## config.mk

```make
export PLATFORM = sky130hd
export DESIGN_NAME = lcd_nibble_shift_frame_sequencer
export DESIGN_NICKNAME = d
export VERILOG_FILES = /design/src/rtl/lnfs_pkg.sv /design/src/rtl/lnfs_front.sv /design/src/rtl/lnfs_queue.sv /design/src/rtl/lnfs_back.sv /design/src/rtl/lcd_nibble_shift_frame_sequencer.sv
export SDC_FILE = /design/constraint.sdc
export NUM_CORES = 1
export LEC_CHECK = 0
export ABC_AREA = 1
export BUFFER_PORTS_ARGS = -buffer_cell sky130_fd_sc_hd__buf_2
export CAP_MARGIN = 0
export CORE_MARGIN = 10
export CORE_UTILIZATION = 50
export DETAILED_ROUTE_END_ITERATION = 6
export PLACE_DENSITY_LB_ADDON = 0.15
export SLEW_MARGIN = 20
export SYNTH_ARGS = -nofsm -noshare
export SYNTH_HDL_FRONTEND = slang
export SYNTH_HIERARCHICAL = 1
export SYNTH_SLANG_ARGS = --single-unit
```

## constraint.sdc

```tcl
create_clock -name clk -period 2.4 [get_ports clk]
set_input_delay 0.24 -clock clk [delete_from_list [all_inputs] [get_ports clk]]
set_output_delay 0.24 -clock clk [all_outputs]
set_load 0.05 [all_outputs]
```

## src/rtl/lnfs_pkg.sv

```systemverilog
`timescale 1ns / 1ps
`default_nettype none

package lnfs_pkg;

    // operation codes of an input item
    localparam logic [2:0] OP_COMMAND   = 3'd0;
    localparam logic [2:0] OP_CHARACTER = 3'd1;
    localparam logic [2:0] OP_CURSOR    = 3'd2;
    localparam logic [2:0] OP_CHAR_AT   = 3'd3;
    localparam logic [2:0] OP_INIT      = 3'd4;

    // init sequence steps
    localparam logic [2:0] INIT_STEP_RAW_A   = 3'd0;
    localparam logic [2:0] INIT_STEP_RAW_B   = 3'd1;
    localparam logic [2:0] INIT_STEP_RAW_C   = 3'd2;
    localparam logic [2:0] INIT_STEP_RAW_4B  = 3'd3;
    localparam logic [2:0] INIT_STEP_FUNC    = 3'd4;
    localparam logic [2:0] INIT_STEP_DISPLAY = 3'd5;
    localparam logic [2:0] INIT_STEP_ENTRY   = 3'd6;

    // LCD constants
    localparam logic [7:0] INIT_NIBBLE      = 8'h03;
    localparam logic [7:0] INIT_4BIT_NIBBLE = 8'h02;
    localparam logic [7:0] CMD_FUNCTION_SET = 8'h28;
    localparam logic [7:0] CMD_DISPLAY_ON   = 8'h0C;
    localparam logic [7:0] CMD_ENTRY_MODE   = 8'h06;

    // cursor row bases
    localparam logic [2:0] ROW_TWO   = 3'd2;
    localparam logic [2:0] ROW_THREE = 3'd3;
    localparam logic [2:0] ROW_FOUR  = 3'd4;
    localparam logic [7:0] BASE_ROW_TWO   = 8'd191;
    localparam logic [7:0] BASE_ROW_THREE = 8'd147;
    localparam logic [7:0] BASE_ROW_FOUR  = 8'd211;
    localparam logic [7:0] BASE_DEFAULT   = 8'd127;

    // waits in microseconds
    localparam logic [12:0] WAIT_NIBBLE_US     = 13'd100;
    localparam logic [12:0] WAIT_CMD_EXTRA_US  = 13'd5000;
    localparam logic [12:0] WAIT_INIT_LONG_US  = 13'd4500;
    localparam logic [12:0] WAIT_INIT_SHORT_US = 13'd150;

    localparam int QUEUE_DEPTH = 4;
    localparam int QUEUE_AW    = $clog2(QUEUE_DEPTH);

    typedef enum logic [1:0] {
        EXTRA_NONE,
        EXTRA_CMD,
        EXTRA_INIT_LONG,
        EXTRA_INIT_SHORT
    } extra_t;

    typedef struct packed {
        logic [2:0] operation;
        logic [7:0] byte_value;
        logic [2:0] row;
        logic [7:0] column;
    } in_item_t;

    typedef struct packed {
        logic        enable_bit;
        logic        register_select;
        logic [3:0]  data_nibble;
        logic [12:0] wait_after_us;
        logic        last_frame;
    } out_frame_t;

    // one unit of back-end work: a whole byte or a single raw nibble
    typedef struct packed {
        logic       raw;
        logic       rs;
        logic [7:0] value;
        extra_t     extra;
        logic       last;
    } seg_t;

    function automatic logic [7:0] row_base(input logic [2:0] row);
        logic [7:0] base;
        unique case (row)
            ROW_TWO:   base = BASE_ROW_TWO;
            ROW_THREE: base = BASE_ROW_THREE;
            ROW_FOUR:  base = BASE_ROW_FOUR;
            default:   base = BASE_DEFAULT;
        endcase
        return base;
    endfunction

    function automatic seg_t make_seg(input logic raw, input logic rs, input logic [7:0] value,
                                      input extra_t extra, input logic last);
        seg_t s;
        s.raw   = raw;
        s.rs    = rs;
        s.value = value;
        s.extra = extra;
        s.last  = last;
        return s;
    endfunction

    // segment number step of an operation
    function automatic seg_t seg_of(input logic [2:0] op, input logic [2:0] step,
                                    input logic [7:0] b, input logic [7:0] addr);
        seg_t s;
        unique case (op)
            OP_COMMAND:   s = make_seg(1'b0, 1'b0, b, EXTRA_CMD, 1'b1);
            OP_CHARACTER: s = make_seg(1'b0, 1'b1, b, EXTRA_NONE, 1'b1);
            OP_CURSOR:    s = make_seg(1'b0, 1'b0, addr, EXTRA_CMD, 1'b1);
            OP_CHAR_AT:
            begin
                if (step == 3'd0)
                    s = make_seg(1'b0, 1'b0, addr, EXTRA_CMD, 1'b0);
                else
                    s = make_seg(1'b0, 1'b1, b, EXTRA_NONE, 1'b1);
            end
            OP_INIT:
            begin
                unique case (step)
                    INIT_STEP_RAW_A:
                        s = make_seg(1'b1, 1'b0, INIT_NIBBLE, EXTRA_INIT_LONG, 1'b0);
                    INIT_STEP_RAW_B:
                        s = make_seg(1'b1, 1'b0, INIT_NIBBLE, EXTRA_INIT_LONG, 1'b0);
                    INIT_STEP_RAW_C:
                        s = make_seg(1'b1, 1'b0, INIT_NIBBLE, EXTRA_INIT_SHORT, 1'b0);
                    INIT_STEP_RAW_4B:
                        s = make_seg(1'b1, 1'b0, INIT_4BIT_NIBBLE, EXTRA_NONE, 1'b0);
                    INIT_STEP_FUNC:
                        s = make_seg(1'b0, 1'b0, CMD_FUNCTION_SET, EXTRA_CMD, 1'b0);
                    INIT_STEP_DISPLAY:
                        s = make_seg(1'b0, 1'b0, CMD_DISPLAY_ON, EXTRA_CMD, 1'b0);
                    default:
                        s = make_seg(1'b0, 1'b0, CMD_ENTRY_MODE, EXTRA_CMD, 1'b1);
                endcase
            end
            default:      s = make_seg(1'b0, 1'b0, b, EXTRA_CMD, 1'b1);
        endcase
        return s;
    endfunction

endpackage

`default_nettype wire

```

## src/rtl/lnfs_front.sv

```systemverilog
`timescale 1ns / 1ps
`default_nettype none

module lnfs_front (
    input  wire logic              clk,
    input  wire logic              rst_n,
    input  wire lnfs_pkg::in_item_t item,
    input  wire logic              push,
    output logic                   full,
    input  wire logic              q_full,
    output logic                   q_push,
    output lnfs_pkg::seg_t         q_data
);

    logic       busy_reg, busy_next;
    logic [2:0] step_reg, step_next;
    logic [2:0] op_reg, op_next;
    logic [7:0] byte_reg, byte_next;
    logic [7:0] addr_reg, addr_next;
    logic       accept;
    logic       op_valid;

    assign full     = busy_reg;
    assign accept   = push && !busy_reg;
    assign op_valid = (item.operation <= lnfs_pkg::OP_INIT);

    // segment for the current step
    assign q_data = lnfs_pkg::seg_of(op_reg, step_reg, byte_reg, addr_reg);
    assign q_push = busy_reg && !q_full;

    // item capture and segment issue
    always_comb
    begin
        busy_next = busy_reg;
        step_next = step_reg;
        op_next   = op_reg;
        byte_next = byte_reg;
        addr_next = addr_reg;
        if (accept)
        begin
            // unused operation codes make no frames and are dropped
            busy_next = op_valid;
            step_next = 3'd0;
            op_next   = item.operation;
            byte_next = item.byte_value;
            addr_next = lnfs_pkg::row_base(item.row) + item.column;
        end
        else if (q_push)
        begin
            if (q_data.last)
                busy_next = 1'b0;
            else
                step_next = step_reg + 3'd1;
        end
    end

    always_ff @(posedge clk or negedge rst_n)
    begin
        if (!rst_n)
        begin
            busy_reg <= 1'b0;
            step_reg <= 3'd0;
        end
        else
        begin
            busy_reg <= busy_next;
            step_reg <= step_next;
        end
    end

    always_ff @(posedge clk)
    begin
        op_reg   <= op_next;
        byte_reg <= byte_next;
        addr_reg <= addr_next;
    end

endmodule

`default_nettype wire

```

## src/rtl/lnfs_queue.sv

```systemverilog
`timescale 1ns / 1ps
`default_nettype none

module lnfs_queue (
    input  wire logic           clk,
    input  wire logic           rst_n,
    input  wire logic           wr_en,
    input  wire lnfs_pkg::seg_t wr_data,
    output logic                full,
    input  wire logic           rd_en,
    output lnfs_pkg::seg_t      rd_data,
    output logic                empty
);

    lnfs_pkg::seg_t                      mem_reg [lnfs_pkg::QUEUE_DEPTH];
    logic [lnfs_pkg::QUEUE_AW-1:0]       wr_ptr_reg, wr_ptr_next;
    logic [lnfs_pkg::QUEUE_AW-1:0]       rd_ptr_reg, rd_ptr_next;
    logic [lnfs_pkg::QUEUE_AW:0]         count_reg, count_next;
    logic                                do_wr, do_rd;

    assign full    = (count_reg == (lnfs_pkg::QUEUE_AW+1)'(lnfs_pkg::QUEUE_DEPTH));
    assign empty   = (count_reg == '0);
    assign do_wr   = wr_en && !full;
    assign do_rd   = rd_en && !empty;
    assign rd_data = mem_reg[rd_ptr_reg];

    // pointer and fill count
    always_comb
    begin
        wr_ptr_next = wr_ptr_reg;
        rd_ptr_next = rd_ptr_reg;
        count_next  = count_reg;
        if (do_wr)
            wr_ptr_next = wr_ptr_reg + lnfs_pkg::QUEUE_AW'(1);
        if (do_rd)
            rd_ptr_next = rd_ptr_reg + lnfs_pkg::QUEUE_AW'(1);
        if (do_wr && !do_rd)
            count_next = count_reg + (lnfs_pkg::QUEUE_AW+1)'(1);
        else if (do_rd && !do_wr)
            count_next = count_reg - (lnfs_pkg::QUEUE_AW+1)'(1);
    end

    always_ff @(posedge clk or negedge rst_n)
    begin
        if (!rst_n)
        begin
            wr_ptr_reg <= '0;
            rd_ptr_reg <= '0;
            count_reg  <= '0;
        end
        else
        begin
            wr_ptr_reg <= wr_ptr_next;
            rd_ptr_reg <= rd_ptr_next;
            count_reg  <= count_next;
        end
    end

    // storage
    always_ff @(posedge clk)
    begin
        if (do_wr)
            mem_reg[wr_ptr_reg] <= wr_data;
    end

endmodule

`default_nettype wire

```

## src/rtl/lnfs_back.sv

```systemverilog
`timescale 1ns / 1ps
`default_nettype none

module lnfs_back (
    input  wire logic           clk,
    input  wire logic           rst_n,
    input  wire logic           q_empty,
    input  wire lnfs_pkg::seg_t q_data,
    output logic                q_pop,
    output lnfs_pkg::out_frame_t result,
    output logic                empty,
    input  wire logic           pop
);

    lnfs_pkg::seg_t       seg_reg, seg_next;
    logic                 seg_valid_reg, seg_valid_next;
    logic [1:0]           idx_reg, idx_next;
    lnfs_pkg::out_frame_t out_reg, out_next;
    logic                 out_valid_reg, out_valid_next;
    lnfs_pkg::out_frame_t frame;
    logic                 final_frame;
    logic                 out_free;
    logic                 advance;
    logic                 seg_done;
    logic [12:0]          extra_us;

    // final frame of the segment: second frame of a raw nibble, fourth of a byte
    assign final_frame = seg_reg.raw ? (idx_reg == 2'd1) : (idx_reg == 2'd3);
    assign out_free    = !out_valid_reg || pop;
    assign advance     = seg_valid_reg && out_free;
    assign seg_done    = advance && final_frame;
    assign q_pop       = (!seg_valid_reg || seg_done) && !q_empty;

    assign result = out_reg;
    assign empty  = !out_valid_reg;

    // extra wait after the last nibble of the segment
    always_comb
    begin
        unique case (seg_reg.extra)
            lnfs_pkg::EXTRA_NONE:       extra_us = '0;
            lnfs_pkg::EXTRA_CMD:        extra_us = lnfs_pkg::WAIT_CMD_EXTRA_US;
            lnfs_pkg::EXTRA_INIT_LONG:  extra_us = lnfs_pkg::WAIT_INIT_LONG_US;
            lnfs_pkg::EXTRA_INIT_SHORT: extra_us = lnfs_pkg::WAIT_INIT_SHORT_US;
            default:                    extra_us = '0;
        endcase
    end

    // frame build: E high on even frames, high nibble first for a byte
    always_comb
    begin
        frame.enable_bit      = !idx_reg[0];
        frame.register_select = seg_reg.rs;
        if (seg_reg.raw || idx_reg[1])
            frame.data_nibble = seg_reg.value[3:0];
        else
            frame.data_nibble = seg_reg.value[7:4];
        if (!idx_reg[0])
            frame.wait_after_us = '0;
        else if (final_frame)
            frame.wait_after_us = lnfs_pkg::WAIT_NIBBLE_US + extra_us;
        else
            frame.wait_after_us = lnfs_pkg::WAIT_NIBBLE_US;
        frame.last_frame = seg_reg.last && final_frame;
    end

    // segment and output register control
    always_comb
    begin
        seg_next       = seg_reg;
        seg_valid_next = seg_valid_reg;
        idx_next       = idx_reg;
        out_next       = out_reg;
        out_valid_next = out_valid_reg;
        if (q_pop)
        begin
            seg_next       = q_data;
            seg_valid_next = 1'b1;
            idx_next       = 2'd0;
        end
        else if (seg_done)
            seg_valid_next = 1'b0;
        else if (advance)
            idx_next = idx_reg + 2'd1;
        if (advance)
        begin
            out_next       = frame;
            out_valid_next = 1'b1;
        end
        else if (pop)
            out_valid_next = 1'b0;
    end

    always_ff @(posedge clk or negedge rst_n)
    begin
        if (!rst_n)
        begin
            seg_valid_reg <= 1'b0;
            idx_reg       <= 2'd0;
            out_valid_reg <= 1'b0;
        end
        else
        begin
            seg_valid_reg <= seg_valid_next;
            idx_reg       <= idx_next;
            out_valid_reg <= out_valid_next;
        end
    end

    always_ff @(posedge clk)
    begin
        seg_reg <= seg_next;
        out_reg <= out_next;
    end

endmodule

`default_nettype wire

```

## src/rtl/lcd_nibble_shift_frame_sequencer.sv

```systemverilog
`timescale 1ns / 1ps
`default_nettype none

// Turns LCD operations (command, character, cursor set, character at position,
// init) into shift-register frames for a 4-bit character LCD, one frame per
// result transfer. A front end takes an item and breaks it into byte or raw
// nibble segments, one per cycle while the queue has room, into a four-entry
// queue; a back end turns each segment into frames, one per cycle while the
// output register is free, into that register. The back end sets the rate:
// command, character and cursor set make 4 frames, character at position 8
// and init 20, all passing the front end, queue, segment and output registers.
// A new item is taken once the front end has queued every segment of the
// previous one. Codes 5 to 7 are taken and make no frames.
module lcd_nibble_shift_frame_sequencer (
    input  wire logic               clk,
    input  wire logic               rst_n,
    input  wire lnfs_pkg::in_item_t item,
    input  wire logic               push,
    output logic                    full,
    output lnfs_pkg::out_frame_t    result,
    output logic                    empty,
    input  wire logic               pop
);

    lnfs_pkg::seg_t fq_data;
    lnfs_pkg::seg_t qb_data;
    logic           fq_push;
    logic           fq_full;
    logic           qb_pop;
    logic           qb_empty;

    // item capture and segment issue
    lnfs_front u_front (
        .clk    (clk),
        .rst_n  (rst_n),
        .item   (item),
        .push   (push),
        .full   (full),
        .q_full (fq_full),
        .q_push (fq_push),
        .q_data (fq_data)
    );

    // segment queue between the two ends
    lnfs_queue u_queue (
        .clk     (clk),
        .rst_n   (rst_n),
        .wr_en   (fq_push),
        .wr_data (fq_data),
        .full    (fq_full),
        .rd_en   (qb_pop),
        .rd_data (qb_data),
        .empty   (qb_empty)
    );

    // frame generation
    lnfs_back u_back (
        .clk     (clk),
        .rst_n   (rst_n),
        .q_empty (qb_empty),
        .q_data  (qb_data),
        .q_pop   (qb_pop),
        .result  (result),
        .empty   (empty),
        .pop     (pop)
    );

endmodule

`default_nettype wire

```

==> out/results.env, run 1 <==
PORTBUFFERS=45
SYNTHESIS.AREA_SQ_UM=5310
CELL_TAKING_THE_MOST_AREA_AFTER_SYNTHESIS='edfxtp_1'
MIN_FROM='item[0]'
DIE_H_MICRONS=123
SWSHARE_PCT=36.8
DIE_AREA_SQ_UM=15100
FLOORPLAN.ROWS=37
FIN_AREA_SQ_UM=6320
WORST_IR_DROP_VDD_mV=0.794
GLOBAL_ROUTE.OVERFLOW_TOTAL=0
SYNTH.AREA.TOP_CELLS='edfxtp_1 (56%), nand2_1 (8.4%), dfrtp_1 (7.1%)'
LAYOUT.CELLS.MOST_COMMON='nand2_1'
CRITICAL-PATH-MAX-STAGE-DELAY_NS=0.39
NUMBER_OF_TOP_LEVEL_PINS=48
DPL-INSTANCE-AREA_SQ_UM=5650
POWER-PER-CELL-AREA_nW_PER_UM2=1300
TIMING.RR.START='u_back/idx_reg[1]'
SYNTH-EDFF-COUNT=99
MOSTFREQUENTLAYOUTCELLS='nand2_1 (118), edfxtp_1 (99), inv_1 (81)'
CRIT_START='u_back/idx_reg[1]'
POSTSYNTHCELLCOUNT=486
SEQ_POWER_SHARE_PCT=39.1
MAX_TRANSITION_MARGIN_PCT=50.8
ASYNCSETRESETFLOPFRACSYNTH_PCT=13.2
CRITPATHBUFINV=4
WORSTPATHARRIVAL_NS=2.57
SYNTH-SEQ-CELLS=114
POST_DRT_WL_PER_CELL_MICRONS=12.4
FMAX_MHz=459
NUMCTSBUFFERS=17
CP-END-KIND='flop'
MUXSHAREOFSYNTHAREA_PCT=0.849
NUMBER_OF_GLOBAL_ROUTE_VIAS_BEFORE_REPAIR=3316
CRITICAL_PATH.STARTPOINT_TYPE='flop'
CTS.HTREE.LEVELS=4
AREA_FRACTION_IN_COMPOUND_GATES_AFTER_SYNTHESIS_PCT=6.60
SYNTH_TOP_FAMILY_BY_AREA='simple AND/OR/NAND/NOR gates'
CLOCK_LATENCY_NS=0.50
DRCVIOLATIONCOUNT=0
POSTSYNTHAREAPERCELL_SQ_UM=10.9
DETAIL-ROUTE-ANTENNA-NETS=0
TIMING.SETUP.CRITICAL_PATH_CLASS='flop to flop'
FINALCRITPERIODSHARE_PCT=90.9
SYNTHSIMPLEGATEAREAFRAC_PCT=15.5
POWER.LEAKAGE_uW=0.00283
LARGEST_REGISTER_FFS=52
YS_DOMINANT_REG_CELL='edfxtp_1'
GPL_WTD_CONG=0.800
SYNTH-XOR-AREA-SHARE_PCT=0.990
HPWL_MICRONS=6120
HOLD_CLASS='primary input to flop'
CLOCK_POWER_SHARE_PCT=26.0
REPORT.FINAL.SETUP_VIOL=0
CRITICAL_PATH_REQUIRED_NS=2.79
DIE_W_MICRONS=123
WORST_CLOCK_SKEW_NS=0.00967
TIGHTEST_SLEW_NS=0.738
TRACK_USAGE_PCT=12.6
CRIT_FANOUT=3
SEQ_AREA_FRAC_SYNTH_PCT=63.1
VIAS_PER_CELL=4.73
CRITPATHMOSTFREQUENTCELL='nand2_1'
START_UTIL_PCT=51.4
AREA.GROWTH.SYNTH_TO_FINAL_PCT=19.1
ANTENNADIODECOUNT=0
FINAL_NET_COUNT=604
FINALMAXSLEWVIOLATIONS=0
PRE_CTS_SLACK_NS=0.159
CTS.SINKS=114
CRITICAL-PATH-TOP-DELAY-FAMILY='adder cells'
LAYOUT-DRIVE-GT1-SHARE_PCT=19.5
FINAL_PERIOD_MINUS_WORST_SETUP_SLACK_NS=2.18
SYNTH.TOP_CELL.AREA_SHARE_PCT=56.0
STATUS='complete, no violations'
CRIT_PATH_TOP_DELAY_CELL='dfrtp_1'
NUMBER_OF_OPTIMIZATION_ITERATIONS_IN_THE_FIRST_DETAILED_ROUTE_PASS=4
POWER.SWITCHING_uW=3010
YOSYSUNIQUECELLTYPES=32
TRITONCTS_CLOCK_TREE='done'
LARGEST_NET_DEGREE_AT_THE_START_OF_GLOBAL_ROUTING=48
VIA_COUNT=3357
CTS_ROOT_BUFFER='clkbuf_8'
DRT-INITIAL-DRC-COUNT=174
GRT_ANTENNA_BEFORE_REPAIR=0
P_INT_uW=5180
GRT_PASS1_WL_MICRONS=15100
SETUP_TNS_NS=0
CLOCK_TREE.BUFFER_DEPTH=2
POST_ROUTE_WORST_SETUP_SLACK_NS=0.219
HOLD_VIOL_FINAL=0
CRIT_CHAIN='inv_1 -> ha_4 -> nand2_2 -> inv_2 -> nand2_1 -> nand2_1 -> nand2_2 -> inv_1 -> nand2_1 -> ha_2 -> inv_1 -> fa_1 -> nand2_1 -> nand3_1 -> nand2_1 -> nand2_1'
YOSYS.AREA_SHARE.ADDER_PCT=4.38
DRT_WL_TOTAL_MICRONS=8810
WORST_SETUP_HOLD_PATH_CLK_SLEW_NS=0.05
POWER.COMBINATIONAL.FRACTION_PCT=34.9
TIMING.MAX_CAP.VIOLATIONS=0
PLACEABLECOREAREA_SQ_UM=10300
YOSYS_WARNINGS=6
RSZ_0062_RAISED_AFTER_GLOBAL_ROUTING='false'
-- cells in the mapped netlist, types with 2 or more instances --
cell type / instances
nand2_1: 119
edfxtp_1: 99
inv_1: 81
nor2_1: 31
nand3_1: 28
o211ai_1: 25
ha_1: 17
dfrtp_1: 15
o21ai_0: 10
nand2_2: 8
buf_6: 7
buf_4: 6
inv_2: 5
mux2_2: 4
xnor2_1: 4
a22o_1: 3
nand4_1: 3
nor2_2: 3
a21oi_1: 2
nor3_1: 2
o211ai_2: 2
xor2_1: 2
-- what timing repair did --
item | in CTS | in global routing
setup buffers | 0 | 1
gates resized for setup | 0 | 5
hold buffers | 12 | 0
endpoints found under the hold margin | 26 | 0
setup endpoints to repair | 0 | 2
-- worst paths after layout --
path	cells after the start	endpoint	slack, ns
max	16	u_queue/count_reg[2]	0.22
min	2	u_front/addr_reg[0]	0.03
max reg2reg	16	u_queue/count_reg[2]	0.22
min reg2reg	0	u_back/result[18]	0.44
max in group asynchronous	2	u_queue/rd_ptr_reg[1]	1.96
min in group asynchronous	2	u_front/full	0.18
-- power groups by stage --
stage / logic (uW) / clock network, uW / registers, uW
2_1_floorplan: 1820 / 0 / 3650
4_1_cts: 2840 / 2180 / 3200
3_5_place_dp: 2820 / 0 / 3240
3_3_place_gp: 2750 / 0 / 3210
6_report: 2860 / 2130 / 3200
5_1_grt: 3220 / 2280 / 3260
-- routing by layer --
| metal | wire, microns | vias up | global-route usage (%) |
|---|---|---|---|
| met4 | 102 | 0 | 5.09 |
| met5 | 0 | - | 0 |
| met2 | 4360 | 71 | 21.4 |
| met3 | 589 | 9 | 4.92 |
| li1 | - | 1754 | - |
| met1 | 3760 | 1523 | 13.9 |
-- cells by family after synthesis --
logic type | Yosys count
flip-flops | 114
AND/OR/NAND/NOR | 197
multiplexers | 4
XOR/XNOR | 6
buffers and inverters | 100
other | 1
adder cells (fa/ha/maj) | 18
AO/OA/AOI/OAI | 46
-- through the flow --
step | power (uW) | hold WS (ns) | util [%] | cells
finish | 8190 | 0.0342 | 61.2 | 709
global placement | 5960 | 0.171 | 54.7 | 664
CTS | 8220 | 0.0119 | 60.9 | 708
global route | 8760 | 0.0349 | 61.2 | 709
floorplan | 5470 | -0.0556 | - | 487
detailed placement | 6050 | 0.179 | 54.7 | 664
-- worst reg2reg max path, delay by kind of cell, from the launching register on --
family	cells	cell delay [ns]
flip-flops	1	0.39
buffers and inverters	4	0.24
adder cells (fa/ha/maj)	3	0.78
AND/OR/NAND/NOR	9	0.65
-- area by class of cell --
class | instances | area (sq um)
Tap cell | 136 | 170
Inverter | 87 | 327
Clock buffer | 19 | 422
Fill cell | 853 | 4000
Clock inverter | 13 | 95.1
Timing Repair Buffer | 67 | 420
Multi-Input combinational cell | 273 | 1540
Sequential cell | 114 | 3350
Power figures use the tool's default switching activity.
==> inputs of run 2 (changes only) <==
PLACE_DENSITY = 0.72   (was default)
PLACE_DENSITY_LB_ADDON = default   (was 0.15)
==> out/results.env, run 2 (same netlist as run 1, synthesis figures left out) <==
CTS.SINKS=114  # unchanged
CLOCK_TREE.BUFFER_DEPTH=2  # unchanged
NUMCTSBUFFERS=17  # unchanged
MIN_FROM='item[0]'
CRITICAL_PATH.STARTPOINT_TYPE='flop'
DIE_AREA_SQ_UM=15100  # unchanged
CLOCK_LATENCY_NS=0.50  # about the same
TRACK_USAGE_PCT=13.1  # +0.52 points
DP.CELLS=662  # -0.30%
DRT_WL_TOTAL_MICRONS=9240  # +4.9%
HOLD_VIOL_FINAL=0  # unchanged
REPORT.FINAL.SETUP_VIOL=0  # unchanged
CRITICAL-PATH-MAX-STAGE-DELAY_NS=0.40  # about the same
FINALCRITPERIODSHARE_PCT=92.4  # +1.5 points
PORTBUFFERS=45  # unchanged
WORST_SETUP_HOLD_PATH_CLK_SLEW_NS=0.06  # about the same
CTS.HTREE.LEVELS=4  # unchanged
DETAIL-ROUTE-ANTENNA-NETS=0  # unchanged
GLOBAL_ROUTE.OVERFLOW_TOTAL=0  # unchanged
GPL_WTD_CONG=0.837  # +4.6%
DIE_W_MICRONS=123  # unchanged
HPWL_MICRONS=6140  # +0.25%
MAX_TRANSITION_MARGIN_PCT=47.3  # -3.4 points
CRIT_FANOUT=7  # +4
POST_DRT_WL_PER_CELL_MICRONS=13.1  # +5.3%
GRT_ANTENNA_BEFORE_REPAIR=0  # unchanged
WORSTPATHARRIVAL_NS=2.61  # +0.04 ns
TIMING.SETUP.CRITICAL_PATH_CLASS='flop to flop'
START_UTIL_PCT=51.4  # unchanged
LAYOUTNONFILLERINSTCOUNT=706  # -0.42%
CRITICAL_PATH_REQUIRED_NS=2.79  # about the same
FINAL_NET_COUNT=602  # -0.33%
REG2REG_DEPTH=13  # -3
LAYOUT-DRIVE-GT1-SHARE_PCT=19.5  # -0.073 points
RSZ_0062_RAISED_AFTER_GLOBAL_ROUTING='false'
FLOORPLAN.ROWS=37  # unchanged
WORST_CLOCK_SKEW_NS=0.0108  # +0.00111 ns
CTS_ROOT_BUFFER='clkbuf_8'
TOTAL_POWER_uW=8380  # +2.4%
CRIT_PATH_TOP_DELAY_CELL='dfrtp_1'
NUMBER_OF_GLOBAL_ROUTE_VIAS_BEFORE_REPAIR=3468  # +4.6%
DIE_H_MICRONS=123  # unchanged
WORST_R2R_ENDPOINT='u_queue/count_reg[2]'
ANTENNADIODECOUNT=0  # unchanged
LARGEST_REGISTER_FFS=52  # unchanged
FMAX_MHz=451  # -1.6%
DRCVIOLATIONCOUNT=0  # unchanged
VIAS_PER_CELL=4.87  # +2.8%
TIMING.RR.START='u_queue/count_reg[0]'
R2R_SLACK_NS=0.18  # -0.04 ns
MOSTFREQUENTLAYOUTCELLS='nand2_1 (119), edfxtp_1 (99), inv_1 (81)'
NUMBER_OF_OPTIMIZATION_ITERATIONS_IN_THE_FIRST_DETAILED_ROUTE_PASS=4  # unchanged
FINALMAXSLEWVIOLATIONS=0  # unchanged
HOLD_PATH_END='u_front/addr_reg[0]'
POWER.LEAKAGE_uW=0.00284  # +0.35%
GRT_PASS1_WL_MICRONS=15500  # +2.9%
TRITONCTS_CLOCK_TREE='done'
LAYOUT.CELLS.MOST_COMMON='nand2_1'
CRIT_CHAIN='inv_1 -> nand3_1 -> inv_1 -> nor2_2 -> nand2_1 -> inv_1 -> ha_1 -> inv_1 -> fa_1 -> nand2_1 -> nand3_1 -> nand2_1 -> nand2_1'
CP-END-KIND='flop'
FILLERINSTANCES=792  # -7.2%
WORST_IR_DROP_VDD_mV=0.721  # -9.2%
STATUS='complete, no violations'
PLACEABLECOREAREA_SQ_UM=10300  # unchanged
NUMBER_OF_TOP_LEVEL_PINS=48  # unchanged
FINAL_PERIOD_MINUS_WORST_SETUP_SLACK_NS=2.22  # +0.0359 ns
HOLD_CLASS='primary input to flop'
VIA_COUNT=3438  # +2.4%
LARGEST_NET_DEGREE_AT_THE_START_OF_GLOBAL_ROUTING=54  # +13%
POWER-PER-CELL-AREA_nW_PER_UM2=1320  # +2.1%
TIMING.MAX_CAP.VIOLATIONS=0  # unchanged
TIGHTEST_SLEW_NS=0.789  # +0.0508 ns
WHS_PATH_DEPTH=2  # unchanged
SETUP_TNS_NS=0  # unchanged
DRT-INITIAL-DRC-COUNT=159  # -8.6%
AREA.GROWTH.SYNTH_TO_FINAL_PCT=19.4
==> run 2: changes by cell type in the layout (fill, tap and decap cells not counted), sizes merged <==
cell	previous run	this run
buf	55	53
clkinv	9	8
bufinv	1	2
clkbuf	19	18
==> run 2: worst max-delay path, delay by kind of cell, from the launching register on <==
kind,cells,cell delay [ns]
AND/OR/NAND/NOR,7,0.79
buffers and inverters,4,0.36
flip-flops,1,0.40
adder cells (fa/ha/maj),2,0.56
==> run 2: metrics by stage <==
step                      setup slack [ns]  cell area, sq um  hold slack (ns)  utilization, %
after floorplan                    0.00614              5310          -0.0556               -
after global placement               0.298              5640            0.167            54.6
after detailed placement             0.140              5640            0.178            54.6
after CTS                            0.134              6310           0.0169            61.2
after global routing                0.0111              6340           0.0350            61.4
final                                0.183              6340           0.0476            61.4
==> run 2: worst max-delay path by stage <==
stage / from / end / slack, ns / cells past startpoint
after CTS: u_queue/count_reg[0] / u_queue/count_reg[2] / 0.13 / 13
after detailed placement: u_queue/count_reg[0] / u_queue/count_reg[2] / 0.14 / 13
after floorplan: u_back/idx_reg[1] / u_queue/count_reg[1] / 0.006 / 14
after global placement: u_back/idx_reg[1] / u_queue/count_reg[2] / 0.30 / 16
after global routing: u_back/idx_reg[1] / u_queue/count_reg[1] / 0.01 / 14
final: u_queue/count_reg[0] / u_queue/count_reg[2] / 0.18 / 13
==> run 2: layout make-up <==
| class | instances | area (sq um) | area share (%) |
|---|---|---|---|
| sequential | 114 | 3350 | 52.8 |
| clock buffer | 18 | 418 | 6.60 |
| clock inverter | 13 | 140 | 2.21 |
| inverter | 87 | 327 | 5.15 |
| tap | 136 | 170 | 2.69 |
| multi-input combinational | 273 | 1530 | 24.1 |
| timing repair buffer | 65 | 405 | 6.40 |
==> run 2: power by group <==
group	internal [uW]	switching [uW]	total, uW
Combinational	849	2010	2860
Sequential	2960	239	3200
Clock	1470	855	2320
Total	5280	3110	8380
==> run 2: repair_timing <==
item | 4_1_cts | 5_1_grt
hold buffers | 12 | 0
endpoints found under the hold margin | 26 | 0
setup buffers | 0 | 1
resized for setup | 0 | 2
endpoints found under the setup margin | 0 | 2
==> run 2: layer usage <==
metal	routed length (microns)	vias up	part of all wire (%)	global-route usage (%)
li1	-	1750	-	-
met1	3890	1598	42	13.8
met2	4710	84	51	23.0
met3	580	6	6.3	5.24
met4	62	0	0.67	5.09
met5	0	-	0	0
